==> src/sv/tnef_pkg.sv <==
// Package for the tuned note event to frequency block.
// Holds command codes, the queued command type and the constant tables.
// Depends on nothing; every other file of the block but the checker uses it.
`default_nettype none

package tnef_pkg;

    localparam int MANT_W = 30;
    localparam int FREQ_W = 30;
    localparam int STEPS  = 30;

    localparam logic [FREQ_W-1:0] FREQ_MAX = 30'h3FFF_FFFF;

    localparam logic [2:0] REQ_NOP  = 3'd0;
    localparam logic [2:0] REQ_OFF  = 3'd1;
    localparam logic [2:0] REQ_ON53 = 3'd2;
    localparam logic [2:0] REQ_ONJI = 3'd3;
    localparam logic [2:0] REQ_ON31 = 3'd4;

    localparam logic [1:0] OP_OFF  = 2'd0;
    localparam logic [1:0] OP_ON53 = 2'd1;
    localparam logic [1:0] OP_ONJI = 2'd2;
    localparam logic [1:0] OP_ON31 = 2'd3;

    localparam logic ACT_OFF = 1'b0;
    localparam logic ACT_ON  = 1'b1;

    typedef struct packed {
        logic [1:0] op;
        logic [3:0] voice;
        logic [3:0] octave;
        logic [5:0] degree;
    } note_cmd_t;

    typedef struct packed {
        logic full;
        logic empty;
    } queue_status_t;

    typedef logic [STEPS-1:0][MANT_W:0] root_tab_t;
    typedef logic [63:0][MANT_W-1:0]    frac_tab_t;

    function automatic logic [63:0] isqrt64(input logic [63:0] v);
        logic [63:0] rem;
        logic [63:0] res;
        logic [63:0] bit_w;
        int          k;
        rem   = v;
        res   = '0;
        bit_w = 64'd1 << 62;
        for (k = 0; k < 32; k++)
        begin
            if (rem >= res + bit_w)
            begin
                rem = rem - (res + bit_w);
                res = (res >> 1) + bit_w;
            end
            else
            begin
                res = res >> 1;
            end
            bit_w = bit_w >> 2;
        end
        return res;
    endfunction

    // Entry k holds 2^(2^-(k+1)) in Q30.
    function automatic root_tab_t make_roots();
        root_tab_t   t;
        logic [63:0] c;
        int          i;
        c = isqrt64(64'd1 << 61);
        for (i = 0; i < STEPS; i++)
        begin
            t[i] = c[MANT_W:0];
            c    = isqrt64(c << MANT_W);
        end
        return t;
    endfunction

    function automatic frac_tab_t make_frac53();
        frac_tab_t   t;
        logic [63:0] x;
        int          r;
        for (r = 0; r < 64; r++)
        begin
            x    = (64'(r) << MANT_W) / 64'd53;
            t[r] = (r < 53) ? x[MANT_W-1:0] : '0;
        end
        return t;
    endfunction

    function automatic frac_tab_t make_frac31();
        frac_tab_t   t;
        logic [63:0] x;
        int          r;
        for (r = 0; r < 64; r++)
        begin
            x    = (64'(r) << MANT_W) / 64'd31;
            t[r] = (r < 31) ? x[MANT_W-1:0] : '0;
        end
        return t;
    endfunction

    localparam root_tab_t EXP_ROOTS = make_roots();
    localparam frac_tab_t FRAC53    = make_frac53();
    localparam frac_tab_t FRAC31    = make_frac31();

    // Returns {hit, mantissa} for the 53-EDO degrees that have a just ratio.
    function automatic logic [MANT_W+1:0] ratio_lookup(input logic [5:0] deg);
        logic [63:0] q;
        logic        hit;
        hit = 1'b1;
        case (deg)
            6'd0:  q = 64'd1 << MANT_W;
            6'd7:  q = ((64'd35 << MANT_W) + 64'd16) / 64'd32;
            6'd8:  q = ((64'd10 << MANT_W) + 64'd4) / 64'd9;
            6'd9:  q = ((64'd9 << MANT_W) + 64'd4) / 64'd8;
            6'd14: q = ((64'd6 << MANT_W) + 64'd2) / 64'd5;
            6'd17: q = ((64'd5 << MANT_W) + 64'd2) / 64'd4;
            6'd18: q = ((64'd80 << MANT_W) + 64'd31) / 64'd63;
            6'd21: q = ((64'd21 << MANT_W) + 64'd8) / 64'd16;
            6'd22: q = ((64'd4 << MANT_W) + 64'd1) / 64'd3;
            6'd24: q = ((64'd11 << MANT_W) + 64'd4) / 64'd8;
            6'd25: q = ((64'd25 << MANT_W) + 64'd9) / 64'd18;
            6'd26: q = ((64'd45 << MANT_W) + 64'd16) / 64'd32;
            6'd29: q = ((64'd35 << MANT_W) + 64'd12) / 64'd24;
            6'd31: q = ((64'd3 << MANT_W) + 64'd1) / 64'd2;
            6'd34: q = ((64'd25 << MANT_W) + 64'd8) / 64'd16;
            6'd36: q = ((64'd8 << MANT_W) + 64'd2) / 64'd5;
            6'd37: q = ((64'd13 << MANT_W) + 64'd4) / 64'd8;
            6'd39: q = ((64'd5 << MANT_W) + 64'd1) / 64'd3;
            6'd40: q = ((64'd27 << MANT_W) + 64'd8) / 64'd16;
            6'd43: q = ((64'd7 << MANT_W) + 64'd2) / 64'd4;
            6'd44: q = ((64'd16 << MANT_W) + 64'd4) / 64'd9;
            6'd45: q = ((64'd9 << MANT_W) + 64'd2) / 64'd5;
            6'd48: q = ((64'd15 << MANT_W) + 64'd4) / 64'd8;
            6'd49: q = ((64'd40 << MANT_W) + 64'd10) / 64'd21;
            default:
            begin
                q   = '0;
                hit = 1'b0;
            end
        endcase
        return {hit, q[MANT_W:0]};
    endfunction

endpackage

`default_nettype wire

==> src/sv/tuned_note_event_to_frequency.sv <==
// Top level of the tuned note event to frequency block.
// Instantiates tnef_front, tnef_queue and tnef_back; uses tnef_pkg.
//
//   Channel   Handshake                     Payload
//   event     start in, busy out            req_type, track, octave, degree
//   result    result_valid out (one cycle)  action, voice, frequency, last
//
// An event is taken in any cycle the two-entry queue has room; busy means the queue is full.
// A note-off is emitted from the back end's idle state; with the back end idle its result is on
// the ports once it has passed the queue registers and then the output registers.
// A 53-EDO note-on with a just ratio goes from the note-off in the idle state to the note-on.
// Other note-ons run the note-off, 30 steps of the shared exp2/divide sequencer, then the note-on.
// Reset clears the queue and the sequencer; no clearing pass is needed.
// Results cannot be held off by the receiver.
`default_nettype none

module tuned_note_event_to_frequency #(
    parameter int TRACKS = 16
) (
    input  wire logic                        clk,
    input  wire logic                        rst_n,
    input  wire logic                        start,
    output logic                             busy,
    input  wire logic [2:0]                  req_type,
    input  wire logic [3:0]                  track,
    input  wire logic [3:0]                  octave,
    input  wire logic [5:0]                  degree,
    output logic                             result_valid,
    output logic                             action,
    output logic [3:0]                       voice,
    output logic [tnef_pkg::FREQ_W-1:0]      frequency,
    output logic                             last
);

    tnef_pkg::queue_status_t status;
    tnef_pkg::note_cmd_t     push_cmd;
    tnef_pkg::note_cmd_t     pop_cmd;
    logic                    push;
    logic                    pop;

    tnef_front #(
        .TRACKS(TRACKS)
    ) u_front (
        .start   (start),
        .req_type(req_type),
        .track   (track),
        .octave  (octave),
        .degree  (degree),
        .status  (status),
        .busy    (busy),
        .push    (push),
        .push_cmd(push_cmd)
    );

    tnef_queue u_queue (
        .clk     (clk),
        .rst_n   (rst_n),
        .push    (push),
        .push_cmd(push_cmd),
        .pop     (pop),
        .pop_cmd (pop_cmd),
        .status  (status)
    );

    tnef_back u_back (
        .clk         (clk),
        .rst_n       (rst_n),
        .status      (status),
        .pop_cmd     (pop_cmd),
        .pop         (pop),
        .result_valid(result_valid),
        .action      (action),
        .voice       (voice),
        .frequency   (frequency),
        .last        (last)
    );

endmodule

`default_nettype wire

==> src/sv/tnef_front.sv <==
// Front end: takes note events on the start/busy handshake and classifies them.
// Events that cause a result become queued commands. Uses tnef_pkg.
`default_nettype none

module tnef_front #(
    parameter int TRACKS = 16
) (
    input  wire logic                    start,
    input  wire logic [2:0]              req_type,
    input  wire logic [3:0]              track,
    input  wire logic [3:0]              octave,
    input  wire logic [5:0]              degree,
    input  wire tnef_pkg::queue_status_t status,
    output logic                         busy,
    output logic                         push,
    output tnef_pkg::note_cmd_t          push_cmd
);

    localparam logic [6:0] TRACK_LIM = 7'(TRACKS);

    logic       known;
    logic [1:0] op;
    logic       in_range;

    always_comb
    begin
        known = 1'b1;
        unique case (req_type)
            tnef_pkg::REQ_OFF:  op = tnef_pkg::OP_OFF;
            tnef_pkg::REQ_ON53: op = tnef_pkg::OP_ON53;
            tnef_pkg::REQ_ONJI: op = tnef_pkg::OP_ONJI;
            tnef_pkg::REQ_ON31: op = tnef_pkg::OP_ON31;
            default:
            begin
                op    = tnef_pkg::OP_OFF;
                known = 1'b0;
            end
        endcase
    end

    assign in_range = {3'b000, track} < TRACK_LIM;
    assign busy     = status.full;
    assign push     = start && !status.full && known && in_range;

    assign push_cmd.op     = op;
    assign push_cmd.voice  = track;
    assign push_cmd.octave = octave;
    assign push_cmd.degree = degree;

endmodule

`default_nettype wire

==> src/sv/tnef_queue.sv <==
// Two-entry command queue between the front end and the back end.
// Uses the command and status types of tnef_pkg.
`default_nettype none

module tnef_queue (
    input  wire logic                clk,
    input  wire logic                rst_n,
    input  wire logic                push,
    input  wire tnef_pkg::note_cmd_t push_cmd,
    input  wire logic                pop,
    output tnef_pkg::note_cmd_t      pop_cmd,
    output tnef_pkg::queue_status_t  status
);

    localparam int DEPTH = 2;
    localparam int PTR_W = $clog2(DEPTH);
    localparam int CNT_W = $clog2(DEPTH + 1);

    tnef_pkg::note_cmd_t entry_reg [DEPTH];
    logic [PTR_W-1:0]    wr_ptr_reg;
    logic [PTR_W-1:0]    wr_ptr_next;
    logic [PTR_W-1:0]    rd_ptr_reg;
    logic [PTR_W-1:0]    rd_ptr_next;
    logic [CNT_W-1:0]    count_reg;
    logic [CNT_W-1:0]    count_next;

    always_comb
    begin
        wr_ptr_next = push ? wr_ptr_reg + 1'b1 : wr_ptr_reg;
        rd_ptr_next = pop ? rd_ptr_reg + 1'b1 : rd_ptr_reg;
        count_next  = count_reg + CNT_W'(push) - CNT_W'(pop);
    end

    always_ff @(posedge clk or negedge rst_n)
    begin
        if (!rst_n)
        begin
            wr_ptr_reg <= '0;
            rd_ptr_reg <= '0;
            count_reg  <= '0;
        end
        else
        begin
            wr_ptr_reg <= wr_ptr_next;
            rd_ptr_reg <= rd_ptr_next;
            count_reg  <= count_next;
        end
    end

    always_ff @(posedge clk)
    begin
        if (push)
        begin
            entry_reg[wr_ptr_reg] <= push_cmd;
        end
    end

    assign pop_cmd      = entry_reg[rd_ptr_reg];
    assign status.full  = count_reg == CNT_W'(DEPTH);
    assign status.empty = count_reg == '0;

endmodule

`default_nettype wire

==> src/sv/tnef_back.sv <==
// Back end: pops commands, emits the note-off, then for a note-on works out its frequency.
// One shared sequencer runs either the exp2 multiply chain or the restoring division.
// Uses tnef_pkg.
`default_nettype none

module tnef_back (
    input  wire logic                    clk,
    input  wire logic                    rst_n,
    input  wire tnef_pkg::queue_status_t status,
    input  wire tnef_pkg::note_cmd_t     pop_cmd,
    output logic                         pop,
    output logic                         result_valid,
    output logic                         action,
    output logic [3:0]                   voice,
    output logic [tnef_pkg::FREQ_W-1:0]  frequency,
    output logic                         last
);

    localparam int MW = tnef_pkg::MANT_W;
    localparam int FW = tnef_pkg::FREQ_W;

    localparam logic [1:0] ST_IDLE = 2'd0;
    localparam logic [1:0] ST_CALC = 2'd1;
    localparam logic [1:0] ST_DONE = 2'd2;

    localparam logic [4:0]  LAST_STEP = 5'(tnef_pkg::STEPS - 1);
    localparam logic [MW:0] MANT_ONE  = (MW+1)'(1) << MW;

    logic [1:0]    state_reg;
    logic [1:0]    state_next;
    logic [4:0]    cnt_reg;
    logic [4:0]    cnt_next;
    logic [MW:0]   acc_reg;
    logic [MW:0]   acc_next;
    logic [MW-1:0] sh_reg;
    logic [MW-1:0] sh_next;
    logic [5:0]    rem_reg;
    logic [5:0]    rem_next;
    logic [6:0]    den_reg;
    logic [6:0]    den_next;
    logic [4:0]    exp_reg;
    logic [4:0]    exp_next;
    logic          is_ji_reg;
    logic          is_ji_next;
    logic [3:0]    voice_reg;
    logic [3:0]    voice_next;

    logic          valid_reg;
    logic          valid_next;
    logic          action_reg;
    logic          action_next;
    logic [3:0]    out_voice_reg;
    logic [3:0]    out_voice_next;
    logic [FW-1:0] freq_reg;
    logic [FW-1:0] freq_next;
    logic          last_reg;
    logic          last_next;

    logic [MW+1:0]   ratio;
    logic            q53;
    logic [5:0]      r53;
    logic [1:0]      q31;
    logic [5:0]      r31;
    logic [4:0]      exp_base;
    logic [4:0]      oct_p1;
    logic [12:0]     ji_scale;
    logic [6:0]      den7;
    logic [MW-1:0]   ji_num;
    logic [2*MW+1:0] prod;
    logic [6:0]      trial;
    logic            trial_ge;
    logic            edo_sat;
    logic [31:0]     round_sum;
    logic [31:0]     scaled;
    logic [FW-1:0]   edo_freq;

    always_comb
    begin
        ratio = tnef_pkg::ratio_lookup(pop_cmd.degree);

        q53 = pop_cmd.degree >= 6'd53;
        r53 = q53 ? pop_cmd.degree - 6'd53 : pop_cmd.degree;

        if (pop_cmd.degree >= 6'd62)
        begin
            q31 = 2'd2;
            r31 = pop_cmd.degree - 6'd62;
        end
        else if (pop_cmd.degree >= 6'd31)
        begin
            q31 = 2'd1;
            r31 = pop_cmd.degree - 6'd31;
        end
        else
        begin
            q31 = 2'd0;
            r31 = pop_cmd.degree;
        end

        exp_base = {1'b0, pop_cmd.octave} + 5'd3;
        oct_p1   = {1'b0, pop_cmd.octave} + 5'd1;
        ji_scale = {8'b0, oct_p1} * 13'd440;
        den7     = {1'b0, pop_cmd.degree} + 7'd1;
        ji_num   = {1'b0, ji_scale, 16'b0} + {24'b0, den7[6:1]};

        prod     = (2*MW+2)'(acc_reg) * (2*MW+2)'(tnef_pkg::EXP_ROOTS[cnt_reg]);
        trial    = {rem_reg, sh_reg[MW-1]};
        trial_ge = trial >= den_reg;

        edo_sat   = exp_reg >= 5'd14;
        round_sum = {1'b0, acc_reg} + (32'd1 << (4'd13 - exp_reg[3:0]));
        scaled    = round_sum >> (4'd14 - exp_reg[3:0]);
        edo_freq  = (edo_sat || scaled[31:30] != 2'b00) ? tnef_pkg::FREQ_MAX
                                                        : scaled[FW-1:0];
    end

    always_comb
    begin
        state_next     = state_reg;
        cnt_next       = cnt_reg;
        acc_next       = acc_reg;
        sh_next        = sh_reg;
        rem_next       = rem_reg;
        den_next       = den_reg;
        exp_next       = exp_reg;
        is_ji_next     = is_ji_reg;
        voice_next     = voice_reg;
        valid_next     = 1'b0;
        action_next    = action_reg;
        out_voice_next = out_voice_reg;
        freq_next      = freq_reg;
        last_next      = last_reg;
        pop            = 1'b0;

        unique case (state_reg)
            ST_IDLE:
            begin
                if (!status.empty)
                begin
                    pop            = 1'b1;
                    valid_next     = 1'b1;
                    action_next    = tnef_pkg::ACT_OFF;
                    out_voice_next = pop_cmd.voice;
                    freq_next      = '0;
                    last_next      = pop_cmd.op == tnef_pkg::OP_OFF;
                    voice_next     = pop_cmd.voice;
                    cnt_next       = '0;
                    is_ji_next     = 1'b0;
                    unique case (pop_cmd.op)
                        tnef_pkg::OP_ON53:
                        begin
                            if (ratio[MW+1])
                            begin
                                acc_next   = ratio[MW:0];
                                exp_next   = exp_base;
                                state_next = ST_DONE;
                            end
                            else
                            begin
                                acc_next   = MANT_ONE;
                                sh_next    = tnef_pkg::FRAC53[r53];
                                exp_next   = exp_base + {4'b0, q53};
                                state_next = ST_CALC;
                            end
                        end
                        tnef_pkg::OP_ON31:
                        begin
                            acc_next   = MANT_ONE;
                            sh_next    = tnef_pkg::FRAC31[r31];
                            exp_next   = exp_base + {3'b0, q31};
                            state_next = ST_CALC;
                        end
                        tnef_pkg::OP_ONJI:
                        begin
                            is_ji_next = 1'b1;
                            sh_next    = ji_num;
                            rem_next   = '0;
                            den_next   = den7;
                            state_next = ST_CALC;
                        end
                        default:
                        begin
                            state_next = ST_IDLE;
                        end
                    endcase
                end
            end
            ST_CALC:
            begin
                if (is_ji_reg)
                begin
                    sh_next  = {sh_reg[MW-2:0], trial_ge};
                    rem_next = trial_ge ? 6'(trial - den_reg) : trial[5:0];
                end
                else
                begin
                    if (sh_reg[MW-1])
                    begin
                        acc_next = prod[2*MW:MW];
                    end
                    sh_next = {sh_reg[MW-2:0], 1'b0};
                end
                cnt_next = cnt_reg + 5'd1;
                if (cnt_reg == LAST_STEP)
                begin
                    state_next = ST_DONE;
                end
            end
            ST_DONE:
            begin
                valid_next     = 1'b1;
                action_next    = tnef_pkg::ACT_ON;
                out_voice_next = voice_reg;
                freq_next      = is_ji_reg ? sh_reg : edo_freq;
                last_next      = 1'b1;
                state_next     = ST_IDLE;
            end
            default:
            begin
                state_next = ST_IDLE;
            end
        endcase
    end

    always_ff @(posedge clk or negedge rst_n)
    begin
        if (!rst_n)
        begin
            state_reg <= ST_IDLE;
            cnt_reg   <= '0;
            valid_reg <= 1'b0;
        end
        else
        begin
            state_reg <= state_next;
            cnt_reg   <= cnt_next;
            valid_reg <= valid_next;
        end
    end

    always_ff @(posedge clk)
    begin
        acc_reg       <= acc_next;
        sh_reg        <= sh_next;
        rem_reg       <= rem_next;
        den_reg       <= den_next;
        exp_reg       <= exp_next;
        is_ji_reg     <= is_ji_next;
        voice_reg     <= voice_next;
        action_reg    <= action_next;
        out_voice_reg <= out_voice_next;
        freq_reg      <= freq_next;
        last_reg      <= last_next;
    end

    assign result_valid = valid_reg;
    assign action       = action_reg;
    assign voice        = out_voice_reg;
    assign frequency    = freq_reg;
    assign last         = last_reg;

endmodule

`default_nettype wire

==> config.mk <==
export PLATFORM = sky130hd
export DESIGN_NAME = tuned_note_event_to_frequency
export DESIGN_NICKNAME = d
export VERILOG_FILES = /design/src/sv/tnef_pkg.sv /design/src/sv/tuned_note_event_to_frequency.sv /design/src/sv/tnef_front.sv /design/src/sv/tnef_queue.sv /design/src/sv/tnef_back.sv
export SDC_FILE = /design/constraint.sdc
export NUM_CORES = 2
export LEC_CHECK = 0
export ABC_AREA = 1
export ABC_CLOCK_PERIOD_IN_PS = 18100
export BUFFER_PORTS_ARGS = -buffer_cell sky130_fd_sc_hd__buf_4
export CAP_MARGIN = 20
export CORE_ASPECT_RATIO = 1.1
export CORE_MARGIN = 10
export CORE_UTILIZATION = 52
export CTS_CLUSTER_DIAMETER = 50
export DETAILED_ROUTE_END_ITERATION = 12
export GPL_TIMING_DRIVEN = 0
export PLACE_DENSITY = 0.68
export SLEW_MARGIN = 5
export SYNTH_ARGS = -nofsm -noshare
export SYNTH_HDL_FRONTEND = slang
export SYNTH_SLANG_ARGS = --single-unit
==> constraint.sdc <==
create_clock -name clk -period 18.1 [get_ports clk]
set_input_delay 0.905 -clock clk [delete_from_list [all_inputs] [get_ports clk]]
set_output_delay 0.905 -clock clk [all_outputs]
set_load 0.02 [all_outputs]
# Yosys cells after proc, flatten, opt, wreduce, memory -nomap -nowiden
# Memories as Yosys holds them, arrays and structs flattened.
# Cells that the tools add are included.
dict set report word_totals {
  reg_bits 132
  ram_bits 32
  mem_bits_ro 4832
  out_inout_bits 38
  word_cells 172
  mem_count 4
}
# name words width rd rd_ports_with_merged_regs write_ports line_no
set memory_table {}
lappend memory_table {{(name not given)} 64 30 1 0 0 tnef_back.sv:169} ;# sh_next = tnef_pkg::FRAC31[r31];
lappend memory_table {{(name not given)} 64 30 1 0 0 tnef_back.sv:161} ;# sh_next = tnef_pkg::FRAC53[r53];
lappend memory_table {{(name not given)} 32 31 1 0 0 tnef_back.sv:106} ;# prod = (2*MW+2)'(acc_reg) * (2*MW+2)'(tnef_pkg::EXP_ROOTS[cnt_reg]);
lappend memory_table {u_queue.entry_reg 2 16 1 0 1 tnef_queue.sv:19} ;# tnef_pkg::note_cmd_t entry_reg [DEPTH];
dict set report op_classes {
  add_sub_neg 18
  mul 2
  n_lt_le_gt_ge 8
  eq_ne 43
  shifts 2
  muxes 53
  n_bitwise 1
  reduce_logical 24
}
# op count
set ops {}
lappend ops {{$pmux 31 s24} 1}
lappend ops {{$mux 30} 7}
lappend ops {{$mux 31} 5}
lappend ops {{$pmux 31 s2} 2}
lappend ops {{$pmux 30 s2} 2}
lappend ops {{$pmux 30 s3} 1}
lappend ops {{$mul 31x31->61} 1}
lappend ops {{$eq 6x6->1 const B} 10}
lappend ops {{$eq 6x5->1 const B} 9}
lappend ops {{$mux 6} 7}
lappend ops {{$add 31x32->32} 1}
lappend ops {{$shl 1x4->32 const A} 1}
lappend ops {{$shr 32x4->32} 1}
lappend ops {{$add 29x6->30} 1}
lappend ops {{$reduce_or 24->1} 1}
lappend ops {{$pmux 5 s2} 2}
lappend ops {{$eq 6x4->1 const B} 3}
lappend ops {{$lt 6x7->1 const B} 2}
lappend ops {{$ge 6x6->1 const B} 2}
lappend ops {{$pmux 6 s2} 1}
lappend ops {{$sub 6x6->6 const B} 2}
lappend ops {{$mux 1} 11}
lappend ops {{$mul 5x6->10 const B} 1}
lappend ops {{$mux 5} 2}
lappend ops {{46 further kinds} 75}

# Longest topological paths before layout
dict set report logic_depth {
  ltp_word 9
  mapped_depth 39
}

# By module
# From an unflattened synthesis, not the netlist that was laid out.
dict set report hier_totals {
  hier_cells 5793
  area_unflattened_um2 44813.0
}
# module instances cells_each area_per_inst_um2 seq_area_each_um2
set modules_own_cells {}
lappend modules_own_cells {tnef_back 1 5656 43153.9 3803.6}
lappend modules_own_cells {tnef_queue 1 109 1483.9 1061.0}
lappend modules_own_cells {tnef_front 1 28 175.2 0.0}

# Least setup slack after synthesis
# Ideal clock, no wire load.
dict set report synth_timing {
  kind {register to register}
  startpoint {reg u_back.cnt_reg[2]}
  endpoint {reg u_back.acc_reg[21], data pin}
  setup_time_ns 0.254
  arrival_ns 7.618
  path_slack_ns 10.228
  path_stages_with_launch 33
  period_less_slack_ns 7.872
  path_cell_list {dfrtp_1 -> buf_4 -> inv_2 -> buf_4 -> buf_2 -> ha_1 -> o311ai_0 -> nand2_1 -> inv_1 -> clkbuf_1 -> nor2_1 -> fa_1 -> inv_1 -> fa_1 -> fa_1 -> fa_1 -> inv_1 -> fa_1 -> fa_1 -> fa_1 -> inv_1 -> fa_1 -> inv_1 -> ha_1 -> a21o_1 -> a31oi_1 -> o21a_1 -> a21boi_0 -> o21ai_0 -> a21oi_1 -> nand3_1 -> nand3_1 -> nand2_1}
}
dict set report synth_between {
  elab_chain_len 6
}
# element line_no
set synth_rtl {}
lappend synth_rtl {{start, declared} tnef_back.sv:31} ;# logic [4:0] cnt_reg;
lappend synth_rtl {{start signal, assigned} tnef_back.sv:236} ;# cnt_reg <= cnt_next;
lappend synth_rtl {{$mem_v2 32x31} n/a}
lappend synth_rtl {{$mux 31 (implied by the code)} tnef_back.sv:106}
lappend synth_rtl {{$mul 31x31->61} tnef_back.sv:106}
lappend synth_rtl {{$mux 31} tnef_back.sv:197} ;# if (sh_reg[MW-1])
lappend synth_rtl {{$mux 31} tnef_back.sv:190} ;# if (is_ji_reg)
lappend synth_rtl {{$pmux 31 s2} tnef_back.sv:135} ;# unique case (state_reg)
lappend synth_rtl {{via u_back.acc_next[21]} tnef_back.sv:34} ;# logic [MW:0] acc_next;
lappend synth_rtl {{end signal, assigned} tnef_back.sv:243} ;# acc_reg <= acc_next;
lappend synth_rtl {{end, declared} tnef_back.sv:33} ;# logic [MW:0] acc_reg;
# The timed path passes the listed nets, and every way through them passes these cells. The select of a mux whose other input is x is not followed.
# A chain may end at the register's enable or synchronous reset.

# Worst setup path after layout
dict set report layout_timing {
  startpoint {reg u_back.cnt_reg[0]}
  endpoint {reg u_back.acc_reg[24], data pin}
}
# The elaborated chain is that of the path after synthesis.

==> reports/metrics.cfg <==
[outcome]
status=completed

[cts]
clock_sinks=164
cts_tree=yes
clk_path_buf_depth=2
postCtsSetupRepairBufs=0
insertion_delay_ps=460
cts_buffers=17
hold_buffers=0
root_buffer=clkbuf_16
h-tree-depth=4
cts_resized=0
clk_pin_slew_worst_paths_ps=80

[sta]
finalHoldViolations=0
period_share_pct=63.5
period_needed_ps=11490
rsz0062_at_grt=no
setup_viol=0
worst_pin_slew_ps=1290
final_max_slew_viol_count=0
fin_skew_ps=19.8
fmax_mhz=87.0
maxSlewHeadroom_pct=13.7
fin_tns_setup_ps=0

[synth]
synth_area_per_cell_sq_um=7.73
ys.flop_type=edfxtp_1
synth-seq-cells=164
yosys_warnings=0
yosys.area.top_type=fa_1
synth_fp_nets=6940
async_reset_ff_share_pct=7.32
synth_area_leaders=fa_1 37%, edfxtp_1 10%, ha_1 10%
yosysSeqAreaShare_pct=11.0
syn_area_sq_um=44400
ys_types=60
syn_inst=5744
synth-edff-count=152
synth_top_area_share_pct=36.8

[worst_setup_path]
critPathKind=flip-flop to flip-flop
cp.required_ps=18220
cp_top_family=adder cells
crit_path_start_kind=flip-flop
arrival_ps=11610
crit_fanout=10
end_kind=flip-flop
crit_buf_inv=6
critPathMaxStageDelay_ps=910
slowest_stage=clkbuf_1
crit_top_cell=fa_1

[floorplan]
start_util_pct=52.4
die_w_microns=299
core_sq_um=84800
num_io_pins=58
rows=112
die_h_microns=326
die_area_sq_um=97500

[drt]
drt_iter0_drc=3945
via_per_inst=5.86
routed_wl_mm=186
vias=41000
postRouteAntennaNets=0
wire_per_inst_microns=26.6
dr.pass1.iters=7
drc=0

[grt]
grt_pass1_wl_mm=274
antenna_found_initial=4
grt_max_degree=33
grtUsageTotal_pct=38.3
overflow=0
first_global_vias=42000

[placed_design]
numPortBuffers=57
hpwl_mm=155
gp_congestion=1.05

[layout]
fin_nets=7031
largest_reg_flops=32
drive_above_1_share_pct=4.09
area_growth_pct=6.13

[hold_path]
min_path_type=input pin to async pin

[job]
maxCapViolCount=0

## layout by cell type, fill, tap and decap left out, types with 25 or more instances in the layout
| cell type | synthesis | layout |
|---|---|---|
| nand2_1 | 1144 | 1143 |
| inv_1 | 1074 | 1073 |
| nor2_1 | 841 | 838 |
| fa_1 | 815 | 815 |
| ha_1 | 361 | 361 |
| nand3_1 | 338 | 338 |
| a21oi_1 | 205 | 205 |
| o21ai_0 | 196 | 196 |
| clkbuf_1 | 174 | 174 |
| edfxtp_1 | 152 | 152 |
| buf_4 | 4 | 62 |
| nor3_1 | 50 | 50 |
| inv_2 | 29 | 30 |
| o211ai_1 | 25 | 25 |
## stage by stage
| step | hold slack (ps) | instances | util, % | instance area, sq um | setup slack, ps |
|---|---|---|---|---|---|
| floorplan | 487 | 5744 | - | 44400 | 10230 |
| global placement | 500 | 6941 | 54.5 | 46200 | 7070 |
| detailed placement | 518 | 6952 | 54.8 | 46400 | 7110 |
| CTS | 292 | 6984 | 55.5 | 47000 | 7030 |
| global route | 298 | 6988 | 55.6 | 47100 | 6670 |
| finish | 305 | 6995 | 55.6 | 47100 | 6610 |
## kinds of logic (layout without fill, tap and decap cells)
group	after synthesis	in the layout	synth area share, %
compound gates	539	539	6.85
flops	164	164	11.0
other cells	0	7	0
simple gates	2476	2476	22.9
buf+inv	1350	1454	11.6
fa+ha+maj	1176	1176	46.9
xor+xnor	39	39	0.803
## cell type report
class,count,area [sq um]
clock buffer,17,425
antenna,7,17.5
tap,1140,1430
timing repair buffer,72,648
sequential,164,4860
buffer,222,916
clock inverter,15,183
fill,8249,37700
multi-input combinational,4230,34400
inverter,1128,4240
## worst register-to-register path, delay by kind of cell (launching register included)
kind / cells / cell delay [ps]
compound gates: 7 / 2060
fa+ha+maj: 10 / 5190
buf+inv: 6 / 2110
flops: 1 / 590
simple gates: 8 / 1190
## cell usage after synthesis (18+ instances only)
master    count
clkinv_1     23
nand4_1      21
nand3_1     338
a21oi_1     205
buf_1        18
o21ai_1      21
o21ai_0     196
buf_2        21
nor3_1       50
inv_2        29
fa_1        815
nand2_1    1144
xor2_1       22
nor2_1      841
ha_1        361
a31oi_1      18
inv_1      1074
clkbuf_1    174
o211ai_1     25
edfxtp_1    152
## path summary, 6_finish.rpt
path	startpoint	end	slack, ps	cells past startpoint
min reg2reg	u_queue.entry_reg[0][12]$_DFFE_PP_	u_back.voice_reg[2]$_DFFE_PP_	530	2
min	rst_n	u_queue.rd_ptr_reg$_DFFE_PN0P_	310	1
max in group asynchronous	rst_n	u_back.cnt_reg[1]$_DFFE_PN0P_	17580	1
min in group clk	u_queue.entry_reg[0][12]$_DFFE_PP_	u_back.voice_reg[2]$_DFFE_PP_	530	2
max reg2reg	u_back.cnt_reg[0]$_DFFE_PN0P_	u_back.acc_reg[24]$_DFFE_PP_	6610	31
max	u_back.cnt_reg[0]$_DFFE_PN0P_	u_back.acc_reg[24]$_DFFE_PP_	6610	31
## routing by layer
layer | vias up | routed length (microns) | GRT usage (%) | share of wire [%]
met5 | - | 23 | 0 | 0.012
met4 | 4 | 18300 | 30.7 | 9.8
met3 | 690 | 16700 | 8.36 | 9.0
met2 | 2381 | 85700 | 61.6 | 46
met1 | 20100 | 65500 | 43.8 | 35
li1 | 17800 | - | - | -
Power is left out: the tool's default activity adds up to more than one toggle a clock period on the data nets, which glitch-free logic cannot reach.
